--- src/rtl/ptp_mul.sv ---
// Pipelined signed multiplier, one operand chunk added per stage.
module ptp_mul #(
    parameter int AW  = 36,
    parameter int BW  = 36,
    parameter int LAT = 4
) (
    input  logic                  clk,
    input  logic                  en,
    input  logic signed [AW-1:0]  a,
    input  logic signed [BW-1:0]  b,
    output logic signed [AW+BW-1:0] p
);
    localparam int CH = (BW + LAT - 1) / LAT;
    localparam int BP = CH * LAT;
    localparam int PW = AW + BP;

    logic signed [AW-1:0] a_reg [LAT-1];
    logic [BP-1:0]        b_reg [LAT-1];
    logic signed [PW-1:0] acc_reg [LAT];
    logic [BP-1:0]        bx;

    // Sign-extend b to whole chunks
    assign bx = BP'(b);

    genvar k;
    for (k = 0; k < LAT; k++)
    begin : g_stage
        logic signed [AW-1:0]   aop;
        logic [BP-1:0]          bop;
        logic signed [CH:0]     chk;
        logic signed [AW+CH:0]  part;

        if (k == 0)
        begin : g_first
            assign aop = a;
            assign bop = bx;
        end
        else
        begin : g_rest
            assign aop = a_reg[k-1];
            assign bop = b_reg[k-1];
        end

        // Top chunk carries the sign, lower chunks are unsigned
        if (k == LAT - 1)
        begin : g_top
            assign chk = $signed({bop[BP-1], bop[k*CH +: CH]});
        end
        else
        begin : g_low
            assign chk = $signed({1'b0, bop[k*CH +: CH]});
        end

        assign part = aop * chk;

        if (k < LAT - 1)
        begin : g_fwd
            always_ff @(posedge clk)
            begin
                if (en)
                begin
                    a_reg[k] <= aop;
                    b_reg[k] <= bop;
                end
            end
        end

        // Accumulate the shifted partial product
        if (k == 0)
        begin : g_acc0
            always_ff @(posedge clk)
            begin
                if (en)
                    acc_reg[0] <= PW'(part);
            end
        end
        else
        begin : g_accn
            always_ff @(posedge clk)
            begin
                if (en)
                    acc_reg[k] <= acc_reg[k-1] + (PW'(part) <<< (k * CH));
            end
        end
    end

    assign p = acc_reg[LAT-1][AW+BW-1:0];

endmodule

--- config.mk ---
export PLATFORM = sky130hd
export DESIGN_NAME = ptp_mul
export DESIGN_NICKNAME = d
export VERILOG_FILES = /design/src/rtl/ptp_mul.sv
export SDC_FILE = /design/constraint.sdc
export NUM_CORES = 2
export LEC_CHECK = 0
export BUFFER_PORTS_ARGS = -buffer_cell sky130_fd_sc_hd__clkbuf_2
export CAP_MARGIN = 5
export CORE_MARGIN = 1.5
export CORE_UTILIZATION = 60
export DETAILED_ROUTE_END_ITERATION = 10
export PLACE_DENSITY_LB_ADDON = 0.08
export SLEW_MARGIN = 25
export SYNTH_ARGS = -nofsm -noshare
export SYNTH_HDL_FRONTEND = slang
export SYNTH_SLANG_ARGS = --single-unit
--- constraint.sdc ---
create_clock -name clk -period 12.7 [get_ports clk]
set_clock_uncertainty 0.05 [all_clocks]
set_input_delay 0.635 -clock clk [delete_from_list [all_inputs] [get_ports clk]]
set_output_delay 0.635 -clock clk [all_outputs]
set_load 0.1 [all_outputs]
==> results.yml <==
run_status:
  status: "complete, no violations"
placed_design:
  place_area_um2: 65200
  gp_congestion: 0.8934
  dp_hpwl_mm: 115.5
  portBuffers: 145
synthesis:
  ys_warn_count: 0
  syn_area_um2: 63200
  synth_top_area_share_pct: 33.20
  synth_ff_type: "edfxtp_1"
  ys_async_sr_fraction_pct: 0
  syn_inst: 6376
  synth_common_cells: "inv_1 (1116), fa_1 (1048), and2_1 (745), nand2_1 (681), ha_1 (527)"
  synth.distinct_cells: 74
  ys_seq_elements: 424
  synth-edff-count: 424
  ys_seq_area_share_pct: 20.15
  syn-num-nets: 8025
  avgSynthCellArea_um2: 9.912
  synth_area_leader_cell: "fa_1"
  yosys-top-cells-area: "fa_1 (33%), edfxtp_1 (20%), ha_1 (10%)"
  synth.most_common_cell: "inv_1"
floorplan:
  coreArea_um2: 103900
  io_pins: 146
  die_x_um: 327.6
  dieArea_um2: 107300
  initial_utilization_pct: 60.81
  rows: 118
  die_h_um: 327.6
final_layout:
  diodes: 0
  stdcell_area_um2: 66980
  synthToLayoutAreaGrowth_pct: 5.977
  nNetsFinal: 8073
  largest_reg_flops: 262
  layout-drive-gt1-share_pct: 4.456
cts:
  clk_latency_ps: 660
  clk_pin_slew_ps: 60
  clock_sinks: 424
  post_cts_resized: 0
  post_cts_buffers: 0
  h-tree-depth: 2
  cts_hold_buf: 0
  clock_path_buffers: 3
  cts_tree: "built"
  numCtsBuffers: 50
  cts_root_buf: "clkbuf_16"
setup_path:
  critical_path.max_fanout: 23
  cpPeakStageDelay_ps: 930
  critPathLaunchType: "register"
  slowest_stage: "edfxtp_1"
  end_kind: "register"
  arrival_ps: 9890
  crit_required_ps: 13050
  crit_type: "register to register"
sta:
  period_share_pct: 75.10
  hold_viol: 0
  maxSlewHeadroom_pct: 36.87
  slew_violations: 0
  finalSetupTns_ps: 0
  hold_ws_ps: 100.0
  setup_viol: 0
  fin_crit_ps: 9537
  tightest_slew_ps: 947.0
  fmax_mhz: 104.9
  rsz0062_at_grt: "false"
drt:
  wl_mm: 141.5
  vias_per_cell: 5.547
  ant_nets: 0
  drtIter0Drc: 1944
  dr_total_vias: 43507
  drc: 0
  first_pass_iters: 5
  routedWlPerCell_um: 18.04
global_route:
  grtUsageTotal_pct: 27.27
  grt_pass1_wl_mm: 234.3
  antenna_found_initial: 0
  grt_max_degree: 84
  overflow: 0
  grt_pass1_vias: 45996
flow_run:
  drv_cap: 0
hold_path:
  holdCritPathClass: "primary input to register"
## layout by cell type (no fill, tap or decap), types with 33 or more instances in the layout
| cell | instances |
|---|---|
| nand2b_1 | 77 |
| nand4_1 | 37 |
| o21ai_0 | 140 |
| xor2_1 | 86 |
| and2_1 | 745 |
| fa_1 | 1048 |
| xnor2_1 | 222 |
| inv_1 | 1116 |
| a21oi_1 | 280 |
| nand2_1 | 681 |
| ha_1 | 527 |
| clkbuf_2 | 144 |
| nor2_1 | 160 |
| buf_4 | 33 |
| o21a_1 | 37 |
| o21bai_1 | 39 |
| nor2b_1 | 35 |
| edfxtp_1 | 424 |
| nand3_1 | 49 |
| a21o_1 | 189 |
| clkbuf_16 | 50 |
## path summary, 6_finish.rpt
check	startpoint	to	slack, ps	cells after the start
hold / removal	b[9]	b_reg[0][9]	100	1
hold reg to reg	acc_reg[2][1]	acc_reg[3][1]	360	0
setup / recovery	b_reg[0][56]	acc_reg[2][61]	3160	34
setup reg to reg	b_reg[0][56]	acc_reg[2][61]	3160	34
## through the flow
step / utilization [%] / worst slack [ps] / std cells
2_1_floorplan: - / 4322 / 6376
4_1_cts: 64.38 / 3230 / 7839
6_report: 64.44 / 3163 / 7843
5_1_grt: 64.44 / 2670 / 7843
3_5_place_dp: 62.73 / 3269 / 7748
3_3_place_gp: 62.73 / 3457 / 7748
## cells by family after synthesis
kind of cell             after synthesis  synth area share, %
multiplexers                           1              0.01584
XOR/XNOR                             308                4.268
AO/OA/AOI/OAI                        871                8.839
adder cells (fa/ha/maj)             1575                43.63
AND/OR/NAND/NOR                     1895                15.35
buffers and inverters               1302                7.750
flip-flops                           424                20.15
## routing by layer
layer / up-vias / share of wire (%) / track usage, %
met2: 952 / 49 / 47.40
met4: 0 / 2.3 / 6.653
met1: 21982 / 44 / 36.39
met5: - / 0 / 0
met3: 180 / 4.6 / 3.409
li1: 20393 / - / -
## layout make-up
class                      instances  area, µm²
multi-input combinational       4650      45570
fill                            8671      36960
sequential                       424      12730
inverter                        1116       4189
tap                             1380       1727
clock buffer                      56       1274
timing repair buffer             182       1044
clock inverter                    35      442.9
## worst max-delay path, delay by kind of cell (launching register included)
kind            cells  cell delay [ps]
compound gates     18             3960
fa+ha+maj           7             3230
flops               1              930
simple gates        3              730
buf+inv             5              260
xor+xnor            1               80
Power is not shown: default switching activity piles up to over one toggle a cycle in this logic, so the estimate is an artifact.
